<file path="src/sem_pkg.sv">
// Shared types and constants for the Sobel edge magnitude block.
// Used by every module under src except sem_ram; no dependencies of its own.
package sem_pkg;

	// Pixel and size fields
	localparam int PIX_W      = 8;
	localparam int DIM_W      = 11;
	localparam int DIM_MIN    = 3;
	localparam int DIM_RESET  = 1024;
	localparam int MAX_HEIGHT = 1024;
	localparam int ROW_W      = 10;
	localparam int MAX_WIDTH_DEF = 1024;

	// Configuration register indexes
	localparam int CFG_IDX_W = 2;
	localparam logic [CFG_IDX_W-1:0] REG_IMAGE_WIDTH  = 2'd0;
	localparam logic [CFG_IDX_W-1:0] REG_IMAGE_HEIGHT = 2'd1;

	// Gradient and magnitude
	localparam int GRAD_W     = 11;
	localparam int SQ_W       = 2 * GRAD_W;
	localparam int RAD_W      = 16;
	localparam int ROOT_W     = RAD_W / 2;
	localparam int REM_W      = ROOT_W + 2;
	localparam logic [PIX_W-1:0] MAG_MAX = 8'd255;

	// Gradient pair handed from the window stage to the magnitude pipeline
	typedef struct packed {
		logic signed [GRAD_W-1:0] gx;
		logic signed [GRAD_W-1:0] gy;
		logic                     last;
	} grad_t;

endpackage

</file>
<file path="src/sem_mag.sv">
// Gradient magnitude pipeline: squares, sum with saturation, 8-step square root.
// Depends on sem_pkg.
module sem_mag (
	input  logic                      clk,
	input  logic                      arst_n,
	input  logic                      grad_valid,
	output logic                      grad_ready,
	input  sem_pkg::grad_t            grad,
	output logic                      out_valid,
	input  logic                      out_ready,
	output logic [sem_pkg::PIX_W-1:0] edge_magnitude,
	output logic                      last_of_frame
);

	localparam int GW = sem_pkg::GRAD_W;
	localparam int QW = sem_pkg::SQ_W;
	localparam int AW = sem_pkg::RAD_W;
	localparam int TW = sem_pkg::ROOT_W;
	localparam int MW = sem_pkg::REM_W;
	localparam int NSTEP = TW;

	logic [GW-1:0] ax, ay;
	logic [QW-1:0] sqx, sqy;
	logic [QW:0]   sum;

	logic          vld_s1, vld_s2, ld_s1, ld_s2;
	logic [QW-1:0] sq_x_s1, sq_y_s1;
	logic          last_s1, last_s2, sat_s2;
	logic [AW-1:0] rad_s2;

	logic [NSTEP-1:0] step_vld_q;
	logic [NSTEP:0]   step_ld;
	logic [AW-1:0] step_rad_q  [NSTEP];
	logic [MW-1:0] step_rem_q  [NSTEP];
	logic [TW-1:0] step_root_q [NSTEP];
	logic          step_sat_q  [NSTEP];
	logic          step_last_q [NSTEP];

	// Elastic ready chain from the output back to the input
	assign step_ld[NSTEP] = out_ready;
	for (genvar k = 0; k < NSTEP; k++) begin : g_ld
		assign step_ld[k] = ~step_vld_q[k] | step_ld[k+1];
	end
	assign ld_s2      = ~vld_s2 | step_ld[0];
	assign ld_s1      = ~vld_s1 | ld_s2;
	assign grad_ready = ld_s1;

	// Stage 1: absolute values and squares
	always_comb begin
		ax  = grad.gx[GW-1] ? GW'(-grad.gx) : GW'(grad.gx);
		ay  = grad.gy[GW-1] ? GW'(-grad.gy) : GW'(grad.gy);
		sqx = QW'(ax) * QW'(ax);
		sqy = QW'(ay) * QW'(ay);
	end

	always_ff @(posedge clk or negedge arst_n) begin
		if (!arst_n) begin
			vld_s1 <= 1'b0;
		end else if (ld_s1) begin
			vld_s1 <= grad_valid;
		end
	end

	always_ff @(posedge clk) begin
		if (ld_s1 && grad_valid) begin
			sq_x_s1 <= sqx;
			sq_y_s1 <= sqy;
			last_s1 <= grad.last;
		end
	end

	// Stage 2: sum of squares, saturate when it needs more than 16 bits
	assign sum = {1'b0, sq_x_s1} + {1'b0, sq_y_s1};

	always_ff @(posedge clk or negedge arst_n) begin
		if (!arst_n) begin
			vld_s2 <= 1'b0;
		end else if (ld_s2) begin
			vld_s2 <= vld_s1;
		end
	end

	always_ff @(posedge clk) begin
		if (ld_s2 && vld_s1) begin
			rad_s2  <= sum[AW-1:0];
			sat_s2  <= |sum[QW:AW];
			last_s2 <= last_s1;
		end
	end

	// Square root: one result bit per step, restoring remainder method
	for (genvar k = 0; k < NSTEP; k++) begin : g_step
		logic          p_vld, p_sat, p_last, ge;
		logic [AW-1:0] p_rad;
		logic [MW-1:0] p_rem;
		logic [TW-1:0] p_root;
		logic [MW+1:0] r4, trial;

		if (k == 0) begin : g_first
			assign p_vld  = vld_s2;
			assign p_rad  = rad_s2;
			assign p_rem  = '0;
			assign p_root = '0;
			assign p_sat  = sat_s2;
			assign p_last = last_s2;
		end else begin : g_next
			assign p_vld  = step_vld_q[k-1];
			assign p_rad  = step_rad_q[k-1];
			assign p_rem  = step_rem_q[k-1];
			assign p_root = step_root_q[k-1];
			assign p_sat  = step_sat_q[k-1];
			assign p_last = step_last_q[k-1];
		end

		assign r4    = {p_rem, p_rad[AW-1:AW-2]};
		assign trial = {2'b00, p_root, 2'b01};
		assign ge    = (r4 >= trial);

		always_ff @(posedge clk or negedge arst_n) begin
			if (!arst_n) begin
				step_vld_q[k] <= 1'b0;
			end else if (step_ld[k]) begin
				step_vld_q[k] <= p_vld;
			end
		end

		always_ff @(posedge clk) begin
			if (step_ld[k] && p_vld) begin
				step_rad_q[k]  <= {p_rad[AW-3:0], 2'b00};
				step_rem_q[k]  <= ge ? MW'(r4 - trial) : MW'(r4);
				step_root_q[k] <= {p_root[TW-2:0], ge};
				step_sat_q[k]  <= p_sat;
				step_last_q[k] <= p_last;
			end
		end
	end

	// The final step register is the output register
	assign out_valid      = step_vld_q[NSTEP-1];
	assign edge_magnitude = step_sat_q[NSTEP-1] ? sem_pkg::MAG_MAX : step_root_q[NSTEP-1];
	assign last_of_frame  = step_last_q[NSTEP-1];

`ifndef SYNTHESIS
	// A finished root leaves a remainder of at most twice the root
	a_root_rem: assert property (@(posedge clk) disable iff (!arst_n)
		step_vld_q[NSTEP-1] |->
			(step_rem_q[NSTEP-1] <= {1'b0, step_root_q[NSTEP-1], 1'b0}))
		else $error("square root remainder out of range");
`endif

endmodule

</file>
<file path="config.mk">
export PLATFORM = sky130hd
export DESIGN_NAME = sem_mag
export DESIGN_NICKNAME = d
export VERILOG_FILES = /design/src/sem_pkg.sv /design/src/sem_mag.sv
export SDC_FILE = /design/constraint.sdc
export NUM_CORES = 1
export LEC_CHECK = 0
export ABC_CLOCK_PERIOD_IN_PS = 2700
export BUFFER_PORTS_ARGS = -buffer_cell sky130_fd_sc_hd__buf_2
export CAP_MARGIN = 20
export CORE_MARGIN = 8
export CORE_UTILIZATION = 56
export CTS_CLUSTER_SIZE = 20
export DETAILED_ROUTE_END_ITERATION = 10
export GPL_ROUTABILITY_DRIVEN = 1
export GPL_TIMING_DRIVEN = 1
export PLACE_DENSITY = 0.75
export SYNTH_ARGS = -nofsm -noshare
export SYNTH_HDL_FRONTEND = slang
export SYNTH_SLANG_ARGS = --single-unit
</file>
<file path="constraint.sdc">
create_clock -name clk -period 2.7 [get_ports clk]
set_clock_uncertainty 0.1 [all_clocks]
set_input_delay 0.54 -clock clk [delete_from_list [all_inputs] [get_ports clk]]
set_output_delay 0.54 -clock clk [all_outputs]
set_load 0.01 [all_outputs]
</file>
After elaboration in Yosys (flattened, before gate mapping)
Memory sizes are Yosys's and may differ from the RTL's. Cells that the tools add are included.

Flip-flop bits (word level): 73. Bits in writable memories: 272. Input port bits: 27. Memories: 5.

Memory list: step_rad_q (depth 8, bits a word 14, rd ports 7, clocked after Yosys merged registers in 0, write ports 8, RTL line sem_mag.sv:33) `logic [AW-1:0] step_rad_q [NSTEP];`; step_rem_q (depth 8, bits a word 10, rd ports 7, clocked after Yosys merged registers in 0, write ports 8, RTL line sem_mag.sv:34) `logic [MW-1:0] step_rem_q [NSTEP];`; step_root_q (depth 8, bits a word 8, rd ports 8, clocked after Yosys merged registers in 0, write ports 8, RTL line sem_mag.sv:35) `logic [TW-1:0] step_root_q [NSTEP];`; step_last_q (depth 8, bits a word 1, rd ports 8, clocked after Yosys merged registers in 0, write ports 8, RTL line sem_mag.sv:37) `logic step_last_q [NSTEP];`; step_sat_q (depth 8, bits a word 1, rd ports 8, clocked after Yosys merged registers in 0, write ports 8, RTL line sem_mag.sv:36) `logic step_sat_q [NSTEP];`.

Add/sub/neg operators: 11. Multiply operators: 2. Order comparisons: 8. Multiplexer cells: 27. Bitwise logic cells: 20. Reduce and logical (&&, ||, !) cells: 11.

Operators by type and width (count): >= comparator 12 x 10 -> 1 bit (7); 2-to-1 mux 10 bit (8); subtractor 10 bit (7); multiplier 11 x 11 -> 22 bit (2); adder 22 x 22 -> 23 bit (1); 2-to-1 mux 11 bit (2); negator 11 bit (2); 2-to-1 mux 1 bit (16); logical AND 1 bit (10); inverter 1 bit (10); bitwise OR 1 bit (10); 2-to-1 mux 8 bit (1); OR reduction 7 bit (1); subtractor 2 x 1 -> 3 bit, second input constant (1); >= comparator 2 x 1 -> 1 bit, second input constant (1).

Depth between registers and ports, before layout
Gate-level depths: netlist of run 1.

Depth after elaboration: 12. Depth in mapped cells: 26.

Worst setup path before layout of run 1
OpenSTA, ideal clock, no wires.

Path type: in2reg. Start point: in grad[12] (netlist bit). End point: reg sq_x_s1[21], data pin. Arrival time: 6.328 ns. Required time: 2.342 ns. Path slack: -3.986 ns. Stages: 25. Path buffers: 1. Cell sequence: inv_1 -> clkbuf_1 -> ha_1 -> nand2b_1 -> xor2_1 -> clkinv_1 -> nand2_1 -> inv_1 -> fa_1 -> fa_1 -> inv_1 -> fa_1 -> inv_1 -> fa_1 -> inv_1 -> fa_1 -> inv_1 -> ha_1 -> or3_1 -> o21bai_1 -> and3_1 -> o31ai_1 -> o2111ai_1 -> a21oi_1 -> xnor2_1.

Longest elaborated chain between the ends: 3.

RTL lines: from (decl) (RTL line sem_mag.sv:8) `input sem_pkg::grad_t grad,`; negator 11 bit (RTL line sem_mag.sv:50) `ax = grad.gx[GW-1] ? GW'(-grad.gx) : GW'(grad.gx);`; 2-to-1 mux 11 bit (*) (RTL line sem_mag.sv:50); multiplier 11 x 11 -> 22 bit (*) (RTL line sem_mag.sv:52) `sqx = QW'(ax) * QW'(ax);`; named net sqx[21] (RTL line sem_mag.sv:23) `logic [QW-1:0] sqx, sqy;`; to (signal assigned) (RTL line sem_mag.sv:66) `sq_x_s1 <= sqx;`; to (decl) (RTL line sem_mag.sv:27) `logic [QW-1:0] sq_x_s1, sq_y_s1;`.

Mark *: on every way through the listed nets, which the timed path passes. The rest lies on a longest branch. A chain may end at the register's enable or synchronous reset.

Worst setup path after layout of run 1
Start point: in grad[19] (netlist bit). End point: reg sq_x_s1[20], data pin.

The elaborated chain is that of the path after synthesis.

==> results of run 1 <==
## area by class of cell
class / count / area share (%)
clock inverter: 14 / 0.704
inverter: 282 / 4.76
clock buffer: 32 / 2.82
multi-input combinational: 1067 / 46.9
tap: 402 / 2.18
timing repair buffer: 331 / 11.5
sequential: 242 / 31.2
## cell usage after synthesis (4+ instances only)
master    count
a211oi_1      6
a21boi_0      7
a21o_1       25
a21oi_1      56
a31oi_1       5
and2_1       23
and3_1        8
and4_1        7
clkbuf_1     15
dfrtp_1      10
edfxtp_1    232
fa_1        128
ha_1        170
inv_1       278
mux2_2       11
mux2i_1       5
nand2_1      99
nand2b_1     17
nand3_1      19
nand3b_1      4
nand4_1       9
nor2_1      120
nor2b_1      17
nor3_1       26
nor3b_1       4
nor4_1        6
o211ai_1      9
o21a_1       23
o21ai_0      53
o21bai_1     10
o31ai_1       8
or2_2        18
or3_1         5
or4_1         5
xnor2_1      71
xor2_1       34
## per-stage QoR
step                      hold WS [ns]  util [%]
after floorplan                  0.144         -
after global placement           0.301      67.5
after detailed placement         0.305      67.5
after CTS                       0.0779      72.7
after global routing            0.0894      74.0
final                           0.0981      74.0
## worst max-delay path by stage
| stage | start | end | slack [ns] | depth (start not counted) |
|---|---|---|---|---|
| floorplan | grad[19] | sq_x_s1[20] | -3.41 | 21 |
| global placement | grad[19] | sq_x_s1[21] | -3.67 | 21 |
| detailed placement | grad[19] | sq_x_s1[21] | -3.75 | 21 |
| CTS | grad[19] | sq_x_s1[20] | -2.96 | 23 |
| global route | grad[19] | sq_x_s1[20] | -3.24 | 24 |
| finish | grad[19] | sq_x_s1[20] | -3.04 | 23 |
## metal layers
layer,up-vias,GRT usage [%]
met2,208,38.4
met5,-,0
met4,0,5.22
li1,6090,-
met3,71,2.10
met1,6132,21.6
## critical path, delay by kind of cell
kind,cells,cell delay (ns)
AO/OA/AOI/OAI,7,1.26
XOR/XNOR,2,0.30
adder cells (fa/ha/maj),6,2.73
buffers and inverters,6,0.45
AND/OR/NAND/NOR,2,0.64
## registers in the layout, indices dropped and copies added (netlist names)
register and count:
g_step.p_last 1, g_step.p_rad 16, g_step.p_sat 1, g_step.p_vld 8, last_s1 1, out_valid 1, sq_x_s1 21, sq_y_s1 21
step_last_q 8, step_rad_q 56, step_rem_q 63, step_root_q 36, step_sat_q 8, vld_s1 1
## logic make-up after synthesis
family | share of synthesized area, %
AOI/OAI and AO/OA | 8.70
xor gates and xnor gates | 5.31
adders and majority gates | 26.6
buffers and inverters | 6.38
DFF | 41.0
muxes | 0.987
other | 0.0426
and+or+nand+nor | 11.0
## timing repair
action	CTS	global route
pin swaps	95	50
setup endpoints to repair	46	49
hold buffers	1	0
hold endpoints to repair	10	0
resized for setup	135	66
setup buffers	30	19
==> results.json, run 1 <==
{
  "yosysUniqueCellTypes": 68,
  "wl_met1_um": 14300,
  "wl_met2_um": 20600,
  "rrSetupSlack_ns": -0.36,
  "required_ns": 2.87,
  "start_kind": "primary input",
  "clkLatencyLatePin_ns": 0.53,
  "hold_start": "grad[0]",
  "diodes": 0,
  "multiInputGateArea_sq_um": 10800,
  "grt_pass1_vias": 13400,
  "place_inst": 2279,
  "grt_max_degree": 44,
  "final_nets": 2274,
  "synth-seq-cells": 242,
  "drt_pass1_iterations": 5,
  "yosys_most_used_dff": "edfxtp_1",
  "crit_fanout": 3,
  "avgViaCountPerCell": 5.27,
  "wl_um": 36800,
  "vias": 12500,
  "top_layer": "met4",
  "fin_area_sq_um": 23100,
  "clk_pin_slew_ns": 0.06,
  "remaining_drc_errors": 0,
  "area_growth_pct": 31.2,
  "grt_usage_pct": 19.4,
  "rsz0062_at_grt": "true",
  "antenna_found_initial": 0,
  "reg2reg_to": "g_step[0].p_sat",
  "antenna_left": 0,
  "crit_path_top_delay_cell": "or4_4",
  "die_h_um": 193,
  "path_class": "in2reg",
  "final-setup-viol-count": 38,
  "cts_inserted_buffers": 25,
  "initial_core_util_pct": 56.4,
  "yosys.area.top_type_share_pct": 39.5,
  "max_freq_mhz": 174,
  "final_common_cell": "buf_4",
  "tightest_slew_ns": 0.995,
  "critPathArrivalTime_ns": 5.91,
  "fin_tns_setup_ns": -81.92,
  "gp_congestion": 0.859,
  "grt_pass1_wl_um": 61200,
  "worst_hold_path_type": "in2reg",
  "wl_per_cell_um": 15.5,
  "syn_avg_cell_area_sq_um": 11.1,
  "synthTopCellsByArea": "edfxtp_1 (40%), fa_1 (15%), ha_1 (12%), inv_1 (5.9%), xnor2_1 (3.5%)",
  "finalMaxSlewViolations": 0,
  "reg2reg_depth": 10,
  "core_area_sq_um": 31200,
  "hold_violations": 0,
  "synth-async-reset-ratio_pct": 4.13,
  "postPlaceCellArea_sq_um": 21100,
  "tritoncts": "built",
  "row_count": 65,
  "htree_levels": 1,
  "layout.area.seq_sq_um": 7220,
  "yosysSeqAreaShare_pct": 41.0,
  "die_x_um": 193,
  "hold_end": "last_s1",
  "setup_ws_ns": -3.04,
  "gr-total-overflow": 0,
  "hold_path_depth": 1,
  "pre_cts_ws_ns": -3.75,
  "port_buffers": 37,
  "cpMostUsedCell": "fa_1",
  "cp-end-kind": "flop",
  "slew_headroom_pct": 33.7,
  "stdcell_count": 2370,
  "num_io_pins": 38,
  "wl_met3_um": 974,
  "fin_crit_ns": 5.74,
  "syn_area_sq_um": 17600,
  "crit_chain": "buf_6 > or4_4 > o31ai_4 > buf_6 > xor2_4 > nor2_4 > fa_1 > inv_2 > fa_1 > inv_1 > fa_1 > fa_1 > inv_1 > fa_1 > inv_2 > ha_4 > a21o_1 > a21oi_2 > o21ai_2 > o21ai_2 > a311o_1 > a21oi_2 > xor2_1",
  "period_share_pct": 212,
  "cts_max_path_buffers": 3,
  "synth_edf_count": 232,
  "outcome": "complete, but fails checks",
  "yosys.area.top_type": "edfxtp_1",
  "syn_inst": 1594,
  "final_cell_mix": "buf_4 (251), inv_1 (237), edfxtp_1 (232), ha_1 (134), fa_1 (117)",
  "drv_cap": 0,
  "violations": "negative setup slack",
  "cts_sinks": 242,
  "dieArea_sq_um": 37400,
  "n_fill_cell": 1932,
  "drt_iter0_drc": 579,
  "drive_gt1_share_pct": 32.4,
  "reg2reg_from": "sq_y_s1[2]",
  "critPathMaxStageDelay_ns": 0.55,
  "root_buffer": "clkbuf_16",
  "ys_warn_count": 0,
  "dpl.hpwl_um": 27600
}
Power of run 1 is not shown: default switching activity piles up to over one toggle a cycle in this logic, so the estimate is an artifact.
==> run 2: changes to the inputs <==
CORE_UTILIZATION = 58   (was 56)
PLACE_DENSITY = 0.78   (was 0.75)
==> results.json, run 2 (synthesis results as in run 1) <==
{
  "outcome": "complete, but fails checks",
  "violations": "negative setup slack",
  "gp_congestion": 0.877,
  "critPathMaxStageDelay_ns": 0.56,
  "critPathTopFamily": "adder cells",
  "cts_max_path_buffers": 3,
  "place_inst": 2274,
  "fin_tns_setup_ns": -85.91,
  "worst_hold_path_type": "in2reg",
  "required_ns": 2.87,
  "drive_gt1_share_pct": 33.3,
  "final_nets": 2281,
  "cts_sinks": 242,
  "initial_core_util_pct": 58.2,
  "core_area_sq_um": 30300,
  "finalMaxSlewViolations": 0,
  "layout.area.seq_sq_um": 7220,
  "grt_pass1_wl_um": 64500,
  "tightest_slew_ns": 0.984,
  "dpl.hpwl_um": 28300,
  "clk_pin_slew_ns": 0.07,
  "port_buffers": 37,
  "slew_headroom_pct": 34.4,
  "fin_crit_ns": 5.80,
  "diodes": 0,
  "multiInputGateArea_sq_um": 10900,
  "grt_max_degree": 44,
  "reg2reg_from": "sq_y_s1[2]",
  "rsz0062_at_grt": "true",
  "path_class": "in2reg",
  "largest_reg_flops": 63,
  "clkLatencyLatePin_ns": 0.52,
  "vias": 12800,
  "num_io_pins": 38,
  "largestRegisters": "step_rem_q: 63 flops, step_rad_q: 56 flops, step_root_q: 36 flops",
  "crit_path_top_delay_cell": "fa_1",
  "wl_met1_um": 14900,
  "pre_cts_ws_ns": -3.73,
  "tritoncts": "built",
  "wl_per_cell_um": 16.8,
  "max_freq_mhz": 172,
  "crit_chain": "buf_6 > or4_4 > o31ai_4 > buf_6 > xor2_4 > nor2_4 > fa_1 > inv_2 > fa_1 > inv_1 > fa_1 > fa_1 > inv_1 > fa_1 > inv_2 > ha_4 > a21o_1 > a21oi_2 > o21ai_2 > o21ai_2 > a311o_1 > a21oi_2 > xor2_1",
  "grt_usage_pct": 21.5,
  "root_buffer": "clkbuf_16",
  "hold_start": "grad[0]",
  "crit_start": "grad[19]",
  "dieArea_sq_um": 36200,
  "area_growth_pct": 31.3,
  "setup_ws_ns": -3.10,
  "drt_iter0_drc": 597,
  "row_count": 64,
  "cpMostUsedCell": "fa_1",
  "cp-end-kind": "flop",
  "antenna_left": 0,
  "crit_fanout": 4,
  "final-setup-viol-count": 38,
  "htree_levels": 1,
  "critPathArrivalTime_ns": 5.98,
  "drt_pass1_iterations": 5,
  "cts_inserted_buffers": 25,
  "wl_um": 39800,
  "period_share_pct": 215,
  "top_layer": "met4",
  "grt_pass1_vias": 14000,
  "wl_met2_um": 22400,
  "drv_cap": 0,
  "final_cell_mix": "buf_4 (264), edfxtp_1 (232), inv_1 (231), ha_1 (134), fa_1 (116)",
  "wl_met3_um": 1140,
  "hold_violations": 0,
  "regMostFlops": "step_rem_q",
  "n_fill_cell": 1817,
  "antenna_found_initial": 0,
  "final_common_cell": "buf_4",
  "stdcell_count": 2370,
  "start_kind": "primary input",
  "avgViaCountPerCell": 5.40,
  "die_h_um": 190,
  "gr-total-overflow": 0,
  "die_x_um": 190,
  "final_util_pct": 76.4,
  "remaining_drc_errors": 0,
  "cp_num_buf_inv": 6
}
## run 2: worst register-to-register path, stage by stage, from the launching register on
cell,delay [ns]
edfxtp_1,0.45
ha_2,0.22
inv_2,0.06
fa_2,0.22
nor2b_2,0.05
o31a_1,0.28
o41a_1,0.37
a311o_1,0.40
a32o_2,0.27
a22oi_2,0.15
nand4_1,0.16
## run 2: path summary, 6_finish.rpt
check	end	slack [ns]	cells after the start
hold / removal	last_s1	0.09	1
max in group asynchronous	g_step[6].p_vld	1.98	2
hold reg to reg	step_rad_q[6][12]	0.31	0
setup / recovery	sq_x_s1[20]	-3.10	23
min in group asynchronous	vld_s1	0.32	2
setup reg to reg	g_step[0].p_sat	-0.32	10
## run 2: layout make-up
class | count | share of cell area (%)
Tap cell | 396 | 2.14
Clock inverter | 14 | 0.481
Inverter | 282 | 4.78
Timing Repair Buffer | 338 | 11.6
Sequential cell | 242 | 31.2
Multi-Input combinational cell | 1067 | 47.0
Clock buffer | 31 | 2.80
## run 2: stage by stage
stage / hold slack (ns) / area, sq um
6_report: 0.0949 / 23100
4_1_cts: 0.0788 / 22600
3_3_place_gp: 0.301 / 21100
3_5_place_dp: 0.305 / 21100
2_1_floorplan: 0.144 / 18600
5_1_grt: 0.0739 / 23100
## run 2: timing repair
action / 4_1_cts / 5_1_grt
resized for setup: 135 / 82
hold endpoints to repair: 10 / 0
setup buffers: 29 / 29
setup endpoints to repair: 46 / 54
pin swaps: 92 / 70
hold buffers: 1 / 0
## run 2: metal layers
metal,GRT usage (%),up-vias
met3,2.40,102
met4,7.94,0
met2,42.2,263
met5,0,-
li1,-,6098
met1,23.3,6341
Power of run 2 is left out for the same reason.
==> run 3: changes to the inputs <==
CORE_ASPECT_RATIO = 0.5   (was unset)
SKIP_LAST_GASP = 1   (was unset)
==> results.json, run 3 (synthesis results as in run 1) <==
{
  "final_common_cell": "buf_4",
  "reg2reg_from": "sq_y_s1[2]",
  "rrSetupSlack_ns": -0.51,
  "clkLatencyLatePin_ns": 0.52,
  "drt_pass1_iterations": 7,
  "regMostFlops": "step_rem_q",
  "vias": 13000,
  "fin_crit_ns": 5.84,
  "final-setup-viol-count": 37,
  "largestRegisters": "step_rem_q: 63 flops, step_rad_q: 56 flops, step_root_q: 36 flops",
  "drv_cap": 0,
  "start_kind": "primary input",
  "rsz0062_at_grt": "true",
  "crit_fanout": 4,
  "initial_core_util_pct": 58.5,
  "final_util_pct": 77.0,
  "finalMaxSlewViolations": 0,
  "antenna_found_initial": 1,
  "grt_pass1_vias": 13900,
  "worst_hold_path_type": "in2reg",
  "final_cell_mix": "buf_4 (280), inv_1 (235), edfxtp_1 (232), ha_1 (132), fa_1 (116)",
  "port_buffers": 37,
  "reg2reg_to": "g_step[0].p_sat",
  "avgViaCountPerCell": 5.43,
  "drive_gt1_share_pct": 33.1,
  "area_growth_pct": 31.6,
  "hold_end": "last_s1",
  "hold_start": "grad[0]",
  "period_share_pct": 216,
  "violations": "negative setup slack",
  "hold_path_depth": 1,
  "hold_violations": 0,
  "drt_iter0_drc": 832,
  "gp_congestion": 0.915,
  "tritoncts": "built",
  "wl_per_cell_um": 17.0,
  "wl_um": 40400,
  "required_ns": 2.86,
  "gr-total-overflow": 0,
  "tightest_slew_ns": 0.965,
  "outcome": "complete, but fails checks",
  "grt_pass1_wl_um": 64200,
  "slew_headroom_pct": 35.7,
  "clk_pin_slew_ns": 0.06,
  "htree_levels": 1,
  "cts_max_path_buffers": 3,
  "root_buffer": "clkbuf_16",
  "cts_sinks": 242,
  "grt_max_degree": 44,
  "remaining_drc_errors": 0,
  "antenna_left": 0,
  "cp-end-kind": "flop",
  "row_count": 45,
  "path_class": "in2reg",
  "diodes": 0,
  "die_h_um": 139,
  "fin_tns_setup_ns": -85.94,
  "max_freq_mhz": 171,
  "setup_ws_ns": -3.14,
  "die_x_um": 262,
  "num_io_pins": 38,
  "dieArea_sq_um": 36500,
  "dpl.hpwl_um": 29200,
  "grt_usage_pct": 20.8,
  "critPathArrivalTime_ns": 6.00,
  "n_fill_cell": 1696,
  "cts_inserted_buffers": 24,
  "reg2reg_depth": 10,
  "core_area_sq_um": 30100,
  "largest_reg_flops": 63,
  "final_nets": 2292
}
==> run 3: layer usage <==
metal	GRT usage [%]	vias to the layer above	routed length, um	part of all wire, %
li1	-	6114	-	-
met1	24.1	6387	15500	38
met2	39.8	351	21500	53
met3	2.97	99	2000	5.0
met4	6.15	0	1320	3.3
met5	0	-	0	0
==> run 3: worst max-delay path by stage <==
stage	from	end	slack, ns	depth (start not counted)
after floorplan	grad[19]	sq_x_s1[20]	-3.41	21
after global placement	grad[19]	sq_x_s1[20]	-3.73	23
after detailed placement	grad[19]	sq_x_s1[21]	-3.92	23
after CTS	grad[16]	sq_x_s1[20]	-3.04	23
after global routing	grad[16]	sq_x_s1[20]	-3.31	22
final	grad[16]	sq_x_s1[20]	-3.14	23
==> run 3: area by class of cell <==
class                      count  area [sq um]  area share (%)
inverter                     282          1100            4.74
multi-input combinational   1067         10800            46.5
clock inverter                18           210           0.906
sequential                   242          7220            31.1
tap                          399           499            2.15
timing repair buffer         350          2770            12.0
clock buffer                  25           604            2.61
==> run 3: what timing repair did <==
action | in CTS | in global routing
hold buffers | 1 | 0
gates resized for setup | 96 | 83
pin swaps | 105 | 56
buffers inserted | 41 | 25
endpoints found under the setup margin | 46 | 47
hold endpoints to repair | 10 | 0
==> run 3: worst max-delay path, stage by stage <==
cell and delay, ns:
buf_6 0.10, or4_4 0.57, buf_6 0.15, o21ai_4 0.15, xnor2_2 0.18, nand2_1 0.15
buf_4 0.17, fa_1 0.42, inv_2 0.07, fa_1 0.43, fa_1 0.50, fa_1 0.57
inv_2 0.04, fa_1 0.51, inv_2 0.05, ha_4 0.27, a21o_1 0.13, a21oi_2 0.07
o21ai_2 0.22, o21ai_1 0.12, a311o_1 0.36, a21oi_2 0.16, xor2_1 0.08
==> run 3: metrics by stage <==
| step | hold slack (ns) | instance area, sq um | setup slack, ns | std cells |
|---|---|---|---|---|
| floorplan | 0.144 | 18600 | -3.41 | 1608 |
| global placement | 0.300 | 21100 | -3.73 | 2278 |
| detailed placement | 0.305 | 21100 | -3.92 | 2278 |
| CTS | 0.0633 | 22700 | -3.04 | 2361 |
| global route | 0.0644 | 23200 | -3.31 | 2383 |
| finish | 0.0891 | 23200 | -3.14 | 2383 |
Power of run 3 is left out for the same reason.
